### config.mk
export PLATFORM = sky130hd
export DESIGN_NAME = lru_key_value_cache
export DESIGN_NICKNAME = d
export VERILOG_FILES = /design/src/rtl/core/lkvc_pkg.sv /design/src/rtl/core/lru_key_value_cache.sv /design/src/rtl/core/lkvc_ctrl.sv /design/src/rtl/core/lkvc_datapath.sv
export SDC_FILE = /design/constraint.sdc
export NUM_CORES = 2
export LEC_CHECK = 0
export BUFFER_PORTS_ARGS = -buffer_cell sky130_fd_sc_hd__clkbuf_2
export CAP_MARGIN = 40
export CORE_MARGIN = 2
export CORE_UTILIZATION = 35
export DETAILED_ROUTE_END_ITERATION = 6
export GPL_TIMING_DRIVEN = 0
export SYNTH_ARGS = -nofsm -noshare
export SYNTH_HDL_FRONTEND = slang
export SYNTH_HIERARCHICAL = 1
export SYNTH_SLANG_ARGS = --single-unit
### constraint.sdc
create_clock -name clk -period 11.1 [get_ports clk]
set_clock_uncertainty 0.1 [all_clocks]
set_input_delay 1.665 -clock clk [delete_from_list [all_inputs] [get_ports clk]]
set_output_delay 1.665 -clock clk [all_outputs]
set_load 0.01 [all_outputs]
### src/rtl/core/lkvc_pkg.sv
`timescale 1ns / 1ps
`default_nettype none

package lkvc_pkg;

  localparam int ENTRIES   = 64;
  localparam int IDX_W     = $clog2(ENTRIES);
  localparam int CNT_W     = IDX_W + 1;
  localparam int KEY_W     = 14;
  localparam int VAL_W     = 32;
  localparam int CAP_W     = 7;
  localparam int CFG_W     = 14;
  localparam int CFG_IDX_W = 1;

  localparam logic [CFG_IDX_W-1:0] CFG_CAPACITY    = 1'd0;
  localparam logic [CFG_IDX_W-1:0] CFG_LARGEST_KEY = 1'd1;

  localparam logic [CAP_W-1:0] CAP_RESET         = 7'd64;
  localparam logic [KEY_W-1:0] LARGEST_KEY_RESET = 14'd10000;
  localparam logic [CAP_W-1:0] CAP_MAX           = CAP_W'(ENTRIES);
  localparam logic [CNT_W-1:0] CNT_END           = CNT_W'(ENTRIES);
  localparam logic [IDX_W-1:0] LAST_IDX          = IDX_W'(ENTRIES - 1);

  localparam logic KIND_GET = 1'b0;
  localparam logic KIND_PUT = 1'b1;

  typedef enum logic [2:0] {
    ST_IDLE,
    ST_SCAN,
    ST_PLAN,
    ST_UPDATE,
    ST_EMIT
  } state_t;

  typedef struct packed {
    logic accept;
    logic scan;
    logic plan;
    logic update;
    logic emit;
  } cmd_t;

  typedef struct packed {
    logic reject_now;
    logic pass_done;
    logic need_update;
  } status_t;

endpackage

`default_nettype wire

### src/rtl/core/lru_key_value_cache.sv
`timescale 1ns / 1ps
`default_nettype none

// Fully associative 64-entry key-value cache with least-recently-used
// replacement. A request (get or put) is taken when start is high and busy
// is low; its single result appears on the out_ ports for one cycle, marked
// by out_strobe, in the first cycle in which busy is low, and must be taken
// then. Each request whose key is not rejected sweeps the rank, key and
// value memories one entry per cycle through their single read port. A
// rejected key skips the sweep, a get miss (or a put that finds no slot)
// makes one pass, and a hit or an insert makes two, since the rank memory
// is swept a second time to age the entries. No clearing pass is needed
// after reset.
module lru_key_value_cache (
  input  wire                                clk,
  input  wire                                rst_n,
  input  wire                                start,
  output logic                               busy,
  input  wire                                in_kind,
  input  wire        [lkvc_pkg::KEY_W-1:0]     in_key,
  input  wire signed [lkvc_pkg::VAL_W-1:0]     in_value,
  input  wire                                cfg_we,
  input  wire        [lkvc_pkg::CFG_IDX_W-1:0] cfg_index,
  input  wire        [lkvc_pkg::CFG_W-1:0]     cfg_wdata,
  output logic                               out_strobe,
  output logic                               out_found,
  output logic signed [lkvc_pkg::VAL_W-1:0]    out_read_value,
  output logic                               out_rejected
);

  lkvc_pkg::cmd_t    cmd;
  lkvc_pkg::status_t status;

  lkvc_ctrl u_ctrl (
    .clk    (clk),
    .rst_n  (rst_n),
    .start  (start),
    .busy   (busy),
    .status (status),
    .cmd    (cmd)
  );

  lkvc_datapath u_datapath (
    .clk            (clk),
    .rst_n          (rst_n),
    .in_kind        (in_kind),
    .in_key         (in_key),
    .in_value       (in_value),
    .cfg_we         (cfg_we),
    .cfg_index      (cfg_index),
    .cfg_wdata      (cfg_wdata),
    .cmd            (cmd),
    .status         (status),
    .out_strobe     (out_strobe),
    .out_found      (out_found),
    .out_read_value (out_read_value),
    .out_rejected   (out_rejected)
  );

endmodule

`default_nettype wire

### src/rtl/core/lkvc_ctrl.sv
`timescale 1ns / 1ps
`default_nettype none

module lkvc_ctrl (
  input  wire              clk,
  input  wire              rst_n,
  input  wire              start,
  output logic             busy,
  input  lkvc_pkg::status_t status,
  output lkvc_pkg::cmd_t   cmd
);

  lkvc_pkg::state_t state_r;
  lkvc_pkg::state_t state_nxt;

  always_ff @(posedge clk) begin
    if (!rst_n) begin
      state_r <= lkvc_pkg::ST_IDLE;
    end else begin
      state_r <= state_nxt;
    end
  end

  always_comb begin
    state_nxt = state_r;
    cmd       = '0;
    busy      = (state_r != lkvc_pkg::ST_IDLE);
    unique case (state_r)
      lkvc_pkg::ST_IDLE: begin
        if (start) begin
          cmd.accept = 1'b1;
          state_nxt  = status.reject_now ? lkvc_pkg::ST_EMIT : lkvc_pkg::ST_SCAN;
        end
      end
      lkvc_pkg::ST_SCAN: begin
        cmd.scan = 1'b1;
        if (status.pass_done) begin
          state_nxt = lkvc_pkg::ST_PLAN;
        end
      end
      lkvc_pkg::ST_PLAN: begin
        cmd.plan  = 1'b1;
        state_nxt = status.need_update ? lkvc_pkg::ST_UPDATE : lkvc_pkg::ST_EMIT;
      end
      lkvc_pkg::ST_UPDATE: begin
        cmd.update = 1'b1;
        if (status.pass_done) begin
          state_nxt = lkvc_pkg::ST_EMIT;
        end
      end
      lkvc_pkg::ST_EMIT: begin
        cmd.emit  = 1'b1;
        state_nxt = lkvc_pkg::ST_IDLE;
      end
      default: begin
        state_nxt = lkvc_pkg::ST_IDLE;
      end
    endcase
  end

endmodule

`default_nettype wire

### src/rtl/core/lkvc_datapath.sv
`timescale 1ns / 1ps
`default_nettype none

module lkvc_datapath (
  input  wire                                clk,
  input  wire                                rst_n,
  input  wire                                in_kind,
  input  wire        [lkvc_pkg::KEY_W-1:0]     in_key,
  input  wire signed [lkvc_pkg::VAL_W-1:0]     in_value,
  input  wire                                cfg_we,
  input  wire        [lkvc_pkg::CFG_IDX_W-1:0] cfg_index,
  input  wire        [lkvc_pkg::CFG_W-1:0]     cfg_wdata,
  input  lkvc_pkg::cmd_t                     cmd,
  output lkvc_pkg::status_t                  status,
  output logic                               out_strobe,
  output logic                               out_found,
  output logic signed [lkvc_pkg::VAL_W-1:0]    out_read_value,
  output logic                               out_rejected
);

  // Configuration registers.
  logic [lkvc_pkg::CAP_W-1:0] cap_r;
  logic [lkvc_pkg::KEY_W-1:0] lkey_r;

  // Captured request.
  logic                       req_kind_r;
  logic [lkvc_pkg::KEY_W-1:0] req_key_r;
  logic [lkvc_pkg::VAL_W-1:0] req_val_r;
  logic                       req_rej_r;

  // Storage.
  logic [lkvc_pkg::KEY_W-1:0] key_mem  [lkvc_pkg::ENTRIES];
  logic [lkvc_pkg::VAL_W-1:0] val_mem  [lkvc_pkg::ENTRIES];
  logic [lkvc_pkg::IDX_W-1:0] rank_mem [lkvc_pkg::ENTRIES];
  logic [lkvc_pkg::ENTRIES-1:0] valid_r;
  logic [lkvc_pkg::ENTRIES-1:0] valid_nxt;
  logic [lkvc_pkg::CAP_W-1:0]   live_r;
  logic [lkvc_pkg::CAP_W-1:0]   live_nxt;

  // Sweep pipeline: address stage and data stage.
  logic [lkvc_pkg::CNT_W-1:0] cnt_r;
  logic                       issue;
  logic [lkvc_pkg::IDX_W-1:0] rd_addr;
  logic                       rd_vld_r;
  logic [lkvc_pkg::IDX_W-1:0] rd_idx_r;
  logic [lkvc_pkg::KEY_W-1:0] key_q;
  logic [lkvc_pkg::VAL_W-1:0] val_q;
  logic [lkvc_pkg::IDX_W-1:0] rank_q;
  logic                       entry_live;
  logic                       scan_step;
  logic                       upd_step;

  // Scan results.
  logic                       hit_r;
  logic [lkvc_pkg::IDX_W-1:0] hit_idx_r;
  logic [lkvc_pkg::IDX_W-1:0] hit_rank_r;
  logic [lkvc_pkg::VAL_W-1:0] hit_val_r;
  logic                       vic_found_r;
  logic [lkvc_pkg::IDX_W-1:0] vic_idx_r;
  logic [lkvc_pkg::IDX_W-1:0] vic_rank_r;
  logic                       free_found_r;
  logic [lkvc_pkg::IDX_W-1:0] free_idx_r;

  // Plan.
  logic [lkvc_pkg::CAP_W-1:0] cap_eff;
  logic                       evict;
  logic                       slot_ok;
  logic [lkvc_pkg::IDX_W-1:0] slot;
  logic                       plan_upd_r;
  logic                       plan_evict_r;
  logic [lkvc_pkg::IDX_W-1:0] slot_r;

  // Rank update and commit.
  logic [lkvc_pkg::IDX_W-1:0] tgt_idx;
  logic                       bump;
  logic                       rank_we;
  logic [lkvc_pkg::IDX_W-1:0] rank_wdata;
  logic                       commit;
  logic                       key_we;
  logic                       val_we;
  logic [lkvc_pkg::IDX_W-1:0] val_waddr;

  always_ff @(posedge clk) begin
    if (!rst_n) begin
      cap_r  <= lkvc_pkg::CAP_RESET;
      lkey_r <= lkvc_pkg::LARGEST_KEY_RESET;
    end else if (cfg_we) begin
      unique case (cfg_index)
        lkvc_pkg::CFG_CAPACITY:    cap_r  <= cfg_wdata[lkvc_pkg::CAP_W-1:0];
        lkvc_pkg::CFG_LARGEST_KEY: lkey_r <= cfg_wdata[lkvc_pkg::KEY_W-1:0];
        default: ;
      endcase
    end
  end

  assign status.reject_now = (in_key > lkey_r);

  always_ff @(posedge clk) begin
    if (cmd.accept) begin
      req_kind_r <= in_kind;
      req_key_r  <= in_key;
      req_val_r  <= in_value;
      req_rej_r  <= status.reject_now;
    end
  end

  // Sweep counter: one entry issued per cycle, its data in the following cycle.
  assign issue   = (cmd.scan || cmd.update) && (cnt_r < lkvc_pkg::CNT_END);
  assign rd_addr = cnt_r[lkvc_pkg::IDX_W-1:0];

  always_ff @(posedge clk) begin
    if (!rst_n) begin
      cnt_r    <= '0;
      rd_vld_r <= 1'b0;
    end else begin
      if (cmd.accept || cmd.plan) begin
        cnt_r <= '0;
      end else if (issue) begin
        cnt_r <= cnt_r + 1'b1;
      end
      rd_vld_r <= issue;
    end
  end

  always_ff @(posedge clk) begin
    rd_idx_r <= rd_addr;
  end

  always_ff @(posedge clk) begin
    if (issue) begin
      key_q <= key_mem[rd_addr];
      val_q <= val_mem[rd_addr];
    end
    if (key_we) begin
      key_mem[slot_r] <= req_key_r;
    end
  end

  always_ff @(posedge clk) begin
    if (val_we) begin
      val_mem[val_waddr] <= req_val_r;
    end
  end

  always_ff @(posedge clk) begin
    if (issue) begin
      rank_q <= rank_mem[rd_addr];
    end
    if (rank_we) begin
      rank_mem[rd_idx_r] <= rank_wdata;
    end
  end

  assign entry_live       = valid_r[rd_idx_r];
  assign scan_step        = rd_vld_r && cmd.scan;
  assign upd_step         = rd_vld_r && cmd.update;
  assign status.pass_done = rd_vld_r && (rd_idx_r == lkvc_pkg::LAST_IDX);

  // The scan finds the first matching key, the oldest live entry and the
  // first free slot in a single pass.
  always_ff @(posedge clk) begin
    if (!rst_n) begin
      hit_r        <= 1'b0;
      vic_found_r  <= 1'b0;
      free_found_r <= 1'b0;
    end else if (cmd.accept) begin
      hit_r        <= 1'b0;
      vic_found_r  <= 1'b0;
      free_found_r <= 1'b0;
    end else if (scan_step) begin
      if (!hit_r && entry_live && (key_q == req_key_r)) begin
        hit_r <= 1'b1;
      end
      if (entry_live && (!vic_found_r || (rank_q > vic_rank_r))) begin
        vic_found_r <= 1'b1;
      end
      if (!entry_live && !free_found_r) begin
        free_found_r <= 1'b1;
      end
    end
  end

  always_ff @(posedge clk) begin
    if (scan_step) begin
      if (!hit_r && entry_live && (key_q == req_key_r)) begin
        hit_idx_r  <= rd_idx_r;
        hit_rank_r <= rank_q;
        hit_val_r  <= val_q;
      end
      if (entry_live && (!vic_found_r || (rank_q > vic_rank_r))) begin
        vic_idx_r  <= rd_idx_r;
        vic_rank_r <= rank_q;
      end
      if (!entry_live && !free_found_r) begin
        free_idx_r <= rd_idx_r;
      end
    end
  end

  always_comb begin
    if (cap_r == '0) begin
      cap_eff = lkvc_pkg::CAP_W'(1);
    end else if (cap_r > lkvc_pkg::CAP_MAX) begin
      cap_eff = lkvc_pkg::CAP_MAX;
    end else begin
      cap_eff = cap_r;
    end
    evict = (live_r >= cap_eff);
    // After an eviction the lowest free index may be the victim itself.
    if (evict) begin
      slot_ok = vic_found_r;
      slot    = (free_found_r && (free_idx_r < vic_idx_r)) ? free_idx_r : vic_idx_r;
    end else begin
      slot_ok = free_found_r;
      slot    = free_idx_r;
    end
  end

  assign status.need_update = !req_rej_r &&
                              (hit_r || ((req_kind_r == lkvc_pkg::KIND_PUT) && slot_ok));

  always_ff @(posedge clk) begin
    if (!rst_n) begin
      plan_upd_r <= 1'b0;
    end else if (cmd.accept) begin
      plan_upd_r <= 1'b0;
    end else if (cmd.plan) begin
      plan_upd_r <= status.need_update;
    end
  end

  always_ff @(posedge clk) begin
    if (cmd.plan) begin
      plan_evict_r <= evict;
      slot_r       <= slot;
    end
  end

  // Rank sweep: a hit moves to the front and the entries ahead of it age
  // by one; an insert ages every surviving live entry.
  always_comb begin
    tgt_idx = hit_r ? hit_idx_r : slot_r;
    if (hit_r) begin
      bump = entry_live && (rank_q < hit_rank_r);
    end else begin
      bump = entry_live && !(plan_evict_r && (rd_idx_r == vic_idx_r));
    end
    rank_we    = upd_step && ((rd_idx_r == tgt_idx) || bump);
    rank_wdata = (rd_idx_r == tgt_idx) ? '0 : rank_q + 1'b1;
  end

  assign commit    = cmd.emit && plan_upd_r;
  assign key_we    = commit && !hit_r;
  assign val_we    = commit && (!hit_r || (req_kind_r == lkvc_pkg::KIND_PUT));
  assign val_waddr = hit_r ? hit_idx_r : slot_r;

  always_comb begin
    valid_nxt = valid_r;
    live_nxt  = live_r;
    if (key_we) begin
      if (plan_evict_r) begin
        valid_nxt[vic_idx_r] = 1'b0;
      end else begin
        live_nxt = live_r + 1'b1;
      end
      valid_nxt[slot_r] = 1'b1;
    end
  end

  always_ff @(posedge clk) begin
    if (!rst_n) begin
      valid_r <= '0;
      live_r  <= '0;
    end else begin
      valid_r <= valid_nxt;
      live_r  <= live_nxt;
    end
  end

  always_ff @(posedge clk) begin
    if (!rst_n) begin
      out_strobe <= 1'b0;
    end else begin
      out_strobe <= cmd.emit;
    end
  end

  always_ff @(posedge clk) begin
    if (cmd.emit) begin
      out_found      <= !req_rej_r && hit_r;
      out_rejected   <= req_rej_r;
      out_read_value <= (!req_rej_r && hit_r && (req_kind_r == lkvc_pkg::KIND_GET)) ?
                        hit_val_r : '0;
    end
  end

endmodule

`default_nettype wire

==> impl.org <==
** Routing
- Drc violations :: 0
- Mean number of vias per cell :: 5.49
- Aggregate routed wire length :: 378000 um
- Number of iterations in the first detailed-routing pass :: 6
- The detail route stage leaves a number of antenna-violating nets equal to 0.
- Detailed router's first-iteration violation count :: 9024
- Across all layers, the routed design uses 67900 vias.
- Average detailed-routed wire length per instance :: 30.6 um

** Critical path
- Count of buffer and inverter cells on the critical path :: 6
- The worst register-to-register path ends at u_datapath/val_q[13]$_DFFE_PP_.
- The critical path goes through clkbuf_1 -> clkbuf_1 -> buf_6 -> clkbuf_2 -> buf_12 -> clkbuf_1 -> mux4_2 -> mux4_2 -> mux4_2.
- Critical Path RT :: 11.62 ns
- Delay of the slowest cell on the worst path :: 0.71 ns
- Nature of the critical path startpoint :: flip-flop
- Reg2Reg Launch Point :: u_datapath/cnt_r[1]$_SDFFE_PP0P_
- Setup slack of the most critical reg-to-reg path :: 6.31 ns
- Reg2Reg Depth :: 9
- Among all stages on the critical path, the largest delay is contributed by sky130_fd_sc_hd__clkbuf_1.
- The kind of cell with the highest combined delay along the critical path is buffers and inverters.
- Critical path arrival :: 5.30 ns
- Crit Path Category :: flip-flop to flip-flop
- CP max FO :: 10
- STA classifies the critical path endpoint as a flip-flop.

** Yosys
- Fraction of synthesized area in multiplexers :: 17.8%
- In this run, synthesis inferred 3531 flip-flops with an integrated enable.
- During synthesis, Yosys emitted a total of 6 warnings.
- Area contributors post-synth :: sky130_fd_sc_hd__edfxtp_1 (76%), sky130_fd_sc_hd__mux4_2 (18%), sky130_fd_sc_hd__dfxtp_1 (1.6%), sky130_fd_sc_hd__o21a_1 (0.69%), sky130_fd_sc_hd__clkbuf_1 (0.49%)
- Of all flip-flops after synthesis, the portion carrying an async set or reset was 0%.
- The share of the Yosys chip area taken by registers is 77.5%.
- Main combinational cell family by area after synthesis :: multiplexers
- After technology mapping, the gate count stands at 5943.
- Fraction of post-synthesis cell area in the top cell type by area :: 75.9%
- Post-synthesis compound-gate area fraction :: 1.26%
- The average instance in the mapped netlist occupies 23.5 um^2.
- The synthesized netlist devotes 1.72% of its cell area to simple gates.
- Syn_nets :: 6049
- Distinct cells, synth :: 62
- Library cell with the largest summed area after synthesis :: sky130_fd_sc_hd__edfxtp_1
- Post-synthesis register bit count :: 3645
- Most common flop cell mapped by yosys :: sky130_fd_sc_hd__edfxtp_1
- Total standard cell area after synthesis :: 140000 um^2
- Of the total synthesized cell area, the portion taken by full adders, half adders and majority gates is 0.358%.
- Xor/xnor cell area share of the yosys netlist :: 0.257%

** Finish
- Post-route standard cell area excluding fillers :: 166000 um^2
- Fill cell instance count of the final layout :: 34000
- Final Non-Filler Cells :: 12400
- In the final layout, the share of cells above drive strength 1 is 33.3%.
- In the final design database the tool counted 6925 nets.
- From synthesis to final layout, the design area changed by 18.6%.
- Measured on the finished design, the core utilization comes to 41.6%.

** STA
- At the pin with the least slew margin, the transition time is 0.986 ns.
- Tmin final :: 4.79 ns
- Upper clock frequency limit :: 209 MHz
- The number of endpoints with negative hold slack in the final report was 0.
- Measured against its own limit, the worst slew margin works out to 34.3%.
- Slew Viols, Final :: 0
- Final hold slack :: 0.251 ns
- Setup violations remaining at the end of the flow were counted as 0.
- Unrepaired setup endpoints after global routing :: false
- Part of the cycle the worst path needs :: 43.1%

** Pwr
- VDD IR-drop max :: 127 uV
- Summed over all cells, the static leakage comes to 50.1 nW.
- For this design the ratio of total power to cell area is 174 nW/um^2.

** Floorplanning
- Height of the chip :: 636 um
- Overall die width :: 636 um
- The die covers 404000 um^2.
- CORE AREA :: 399000 um^2
- Initial core utilization :: 35.1%
- The initialized floorplan defines 232 standard-cell rows.
- Pin placement for this block handled 102 I/O pins.

** Global routing
- Initial antenna violation count :: 15
- For this run the aggregate overflow at the end of global routing stands at 0.
- For this run, the total global-route usage over all layers was measured as 18.3%.
- Global-route wire length before repair :: 527000 um
- Number of global-route vias before repair :: 67900
- Maximum number of pins on one net before global-route repair :: 34

** Min path
- The worst hold path terminates at u_datapath/rd_idx_r[5]$_DFF_P_.
- In this run the most critical hold path is launched from u_datapath/cnt_r[5]$_SDFFE_PP0P_.
- The path class of the tightest hold or removal check is flip-flop to flip-flop.
- Along the worst hold path, the cell count comes to 0.

** Placement
- Cell Area, Placed :: 154000 um^2
- Port Buffers :: 101
- GP Congestion :: 0.906
- Post-DP HPWL :: 264000 um
- Once placement completed, the tool counted placed cells totaling 11700.

** Clocking
- Hold-fix buffers, CTS :: 0
- The clock reaches the later pin of the worst-skew pair after 0.88 ns.
- # H-tree levels :: 5
- The tree is rooted in a sky130_fd_sc_hd__clkbuf_16.
- Clock tree from TritonCTS :: done
- Clock sink count :: 3645
- Number of buffers inserted during clock tree synthesis :: 356
- After clock tree synthesis, the clock-pin slew on the worst setup and hold paths is 0.06 ns.
- In this run, post-CTS repair resized a total of 0 instances.
- The clock passes through at most 4 buffers.
- Post-CTS setup buffer count :: 0

** Flow run
- Max-cap violations in this run came to 0.

** Status
- Outcome :: finished, final reports clean
-- per-layer routing --
metal | share of wire [%] | vias to the layer above | GRT usage [%]
li1 | - | 27200 | -
met2 | 47 | 3109 | 29.0
met1 | 41 | 37000 | 25.4
met4 | 4.9 | 10 | 7.94
met5 | 0.016 | - | 0
met3 | 7.2 | 618 | 2.78
-- area by class of cell --
type	instances	area, um^2	share of cell area [%]
Multi-Input combinational cell	1944	30700	18.5
Buffer	310	1360	0.819
Antenna cell	4	10.0	0.00604
Sequential cell	3645	108000	65.3
Timing Repair Buffer	518	7500	4.53
Inverter	44	165	0.0996
Clock buffer	454	9600	5.79
Clock inverter	179	1600	0.967
Tap cell	5265	6590	3.97
-- synth_stat cells (3+ instances only) --
master and instances:
sky130_fd_sc_hd__nand2_1 91, sky130_fd_sc_hd__buf_6 4, sky130_fd_sc_hd__xnor2_1 22, sky130_fd_sc_hd__dfxtp_1 114, sky130_fd_sc_hd__o211ai_1 6, sky130_fd_sc_hd__nor3b_1 7
sky130_fd_sc_hd__nor2b_1 21, sky130_fd_sc_hd__ha_1 40, sky130_fd_sc_hd__nand4_1 18, sky130_fd_sc_hd__a21oi_1 16, sky130_fd_sc_hd__inv_1 43, sky130_fd_sc_hd__or2_2 7
sky130_fd_sc_hd__edfxtp_1 3531, sky130_fd_sc_hd__o21ai_0 17, sky130_fd_sc_hd__mux4_2 1092, sky130_fd_sc_hd__o21a_1 129, sky130_fd_sc_hd__a21o_1 6, sky130_fd_sc_hd__nand3_1 29
sky130_fd_sc_hd__mux2i_1 25, sky130_fd_sc_hd__or3_1 4, sky130_fd_sc_hd__o221ai_1 3, sky130_fd_sc_hd__a31oi_1 4, sky130_fd_sc_hd__buf_4 11, sky130_fd_sc_hd__a221oi_1 11
sky130_fd_sc_hd__buf_2 79, sky130_fd_sc_hd__a21boi_0 11, sky130_fd_sc_hd__nand2b_1 17, sky130_fd_sc_hd__nand3b_1 8, sky130_fd_sc_hd__o22a_1 8, sky130_fd_sc_hd__o31a_1 3
sky130_fd_sc_hd__nor3_1 74, sky130_fd_sc_hd__buf_1 32, sky130_fd_sc_hd__nor2_1 171, sky130_fd_sc_hd__clkbuf_1 184, sky130_fd_sc_hd__a22oi_1 4, sky130_fd_sc_hd__xor2_1 19
sky130_fd_sc_hd__mux2_2 7, sky130_fd_sc_hd__and2_1 41, sky130_fd_sc_hd__o22ai_1 3
-- worst reg2reg max path, stage by stage, from the launching register on --
cell and delay [ns]:
sky130_fd_sc_hd__dfxtp_1 0.35, sky130_fd_sc_hd__clkbuf_1 0.46, sky130_fd_sc_hd__clkbuf_1 0.51, sky130_fd_sc_hd__buf_6 0.24, sky130_fd_sc_hd__clkbuf_2 0.33, sky130_fd_sc_hd__buf_12 0.25, sky130_fd_sc_hd__clkbuf_1 0.72, sky130_fd_sc_hd__mux4_2 0.43
sky130_fd_sc_hd__mux4_2 0.59, sky130_fd_sc_hd__mux4_2 0.55
-- per-stage QoR --
| step | setup TNS [ns] | worst slack [ns] | total power [mW] |
|---|---|---|---|
| after floorplan | 0 | 5.04 | 16.6 |
| after global placement | -3562.24 | -2.52 | 17.2 |
| after detailed placement | 0 | 6.27 | 17.4 |
| after CTS | 0 | 6.30 | 29.1 |
| after global routing | 0 | 6.30 | 29.7 |
| final | 0 | 6.31 | 28.9 |
-- sequential cells by signal (all words and copies together) (netlist names), 14 cells and up --
signal,count
u_datapath/hit_val_r,32
u_datapath/key_mem,896
u_datapath/key_q,14
u_datapath/lkey_r,14
u_datapath/out_read_value,32
u_datapath/rank_mem,384
u_datapath/req_key_r,14
u_datapath/req_val_r,32
u_datapath/val_mem,2048
u_datapath/val_q,32
u_datapath/valid_r,64
-- power breakdown --
group | leakage [nW] | total, mW | switching, mW | internal [mW]
Clock | 5.46 | 11.8 | 5.06 | 6.77
Combinational | 12.0 | 1.68 | 0.966 | 0.715
Sequential | 32.7 | 15.4 | 0.105 | 15.3
Total | 50.1 | 28.9 | 6.13 | 22.8
-- cell families after synthesis --
kind of cell             count (synthesis)
AO/OA/AOI/OAI                          238
XOR/XNOR                                41
adder cells (fa/ha/maj)                 40
buffers and inverters                  354
flip-flops                            3645
multiplexers                          1124
AND/OR/NAND/NOR                        501
-- cells in the final DEF (no fill, tap or decap), drive strengths merged, types with 11 or more instances in the layout --
| cell type | count |
|---|---|
| nand4 | 18 |
| edfxtp | 3531 |
| nand2b | 17 |
| buf | 539 |
| clkinvlp | 13 |
| a221oi | 12 |
| clkbuf | 742 |
| o21a | 129 |
| and2 | 41 |
| a21oi | 16 |
| mux2i | 25 |
| nand3 | 29 |
| ha | 40 |
| xnor2 | 22 |
| nor2 | 171 |
| nand2 | 91 |
| xor2 | 19 |
| dfxtp | 114 |
| o21ai | 18 |
| inv | 50 |
| a21boi | 11 |
| nor3 | 74 |
| bufinv | 29 |
| clkinv | 131 |
| mux4 | 1092 |
| nor2b | 21 |
-- worst max path at each step --
stage,cells after the start,endpoint,slack (ns),from
after floorplan,5,u_datapath/val_mem[4][0]$_DFFE_PP_,5.04,u_ctrl/state_r[0]$_SDFFE_PN0P_
after global placement,5,u_datapath/val_mem[2][14]$_DFFE_PP_,-2.52,u_ctrl/state_r[0]$_SDFFE_PN0P_
after detailed placement,9,u_datapath/val_q[11]$_DFFE_PP_,6.27,u_datapath/cnt_r[1]$_SDFFE_PP0P_
after CTS,9,u_datapath/val_q[11]$_DFFE_PP_,6.30,u_datapath/cnt_r[1]$_SDFFE_PP0P_
after global routing,9,u_datapath/val_q[20]$_DFFE_PP_,6.30,u_datapath/cnt_r[1]$_SDFFE_PP0P_
final,9,u_datapath/val_q[13]$_DFFE_PP_,6.31,u_datapath/cnt_r[1]$_SDFFE_PP0P_
No activity file was read; power rests on OpenSTA's default activity.
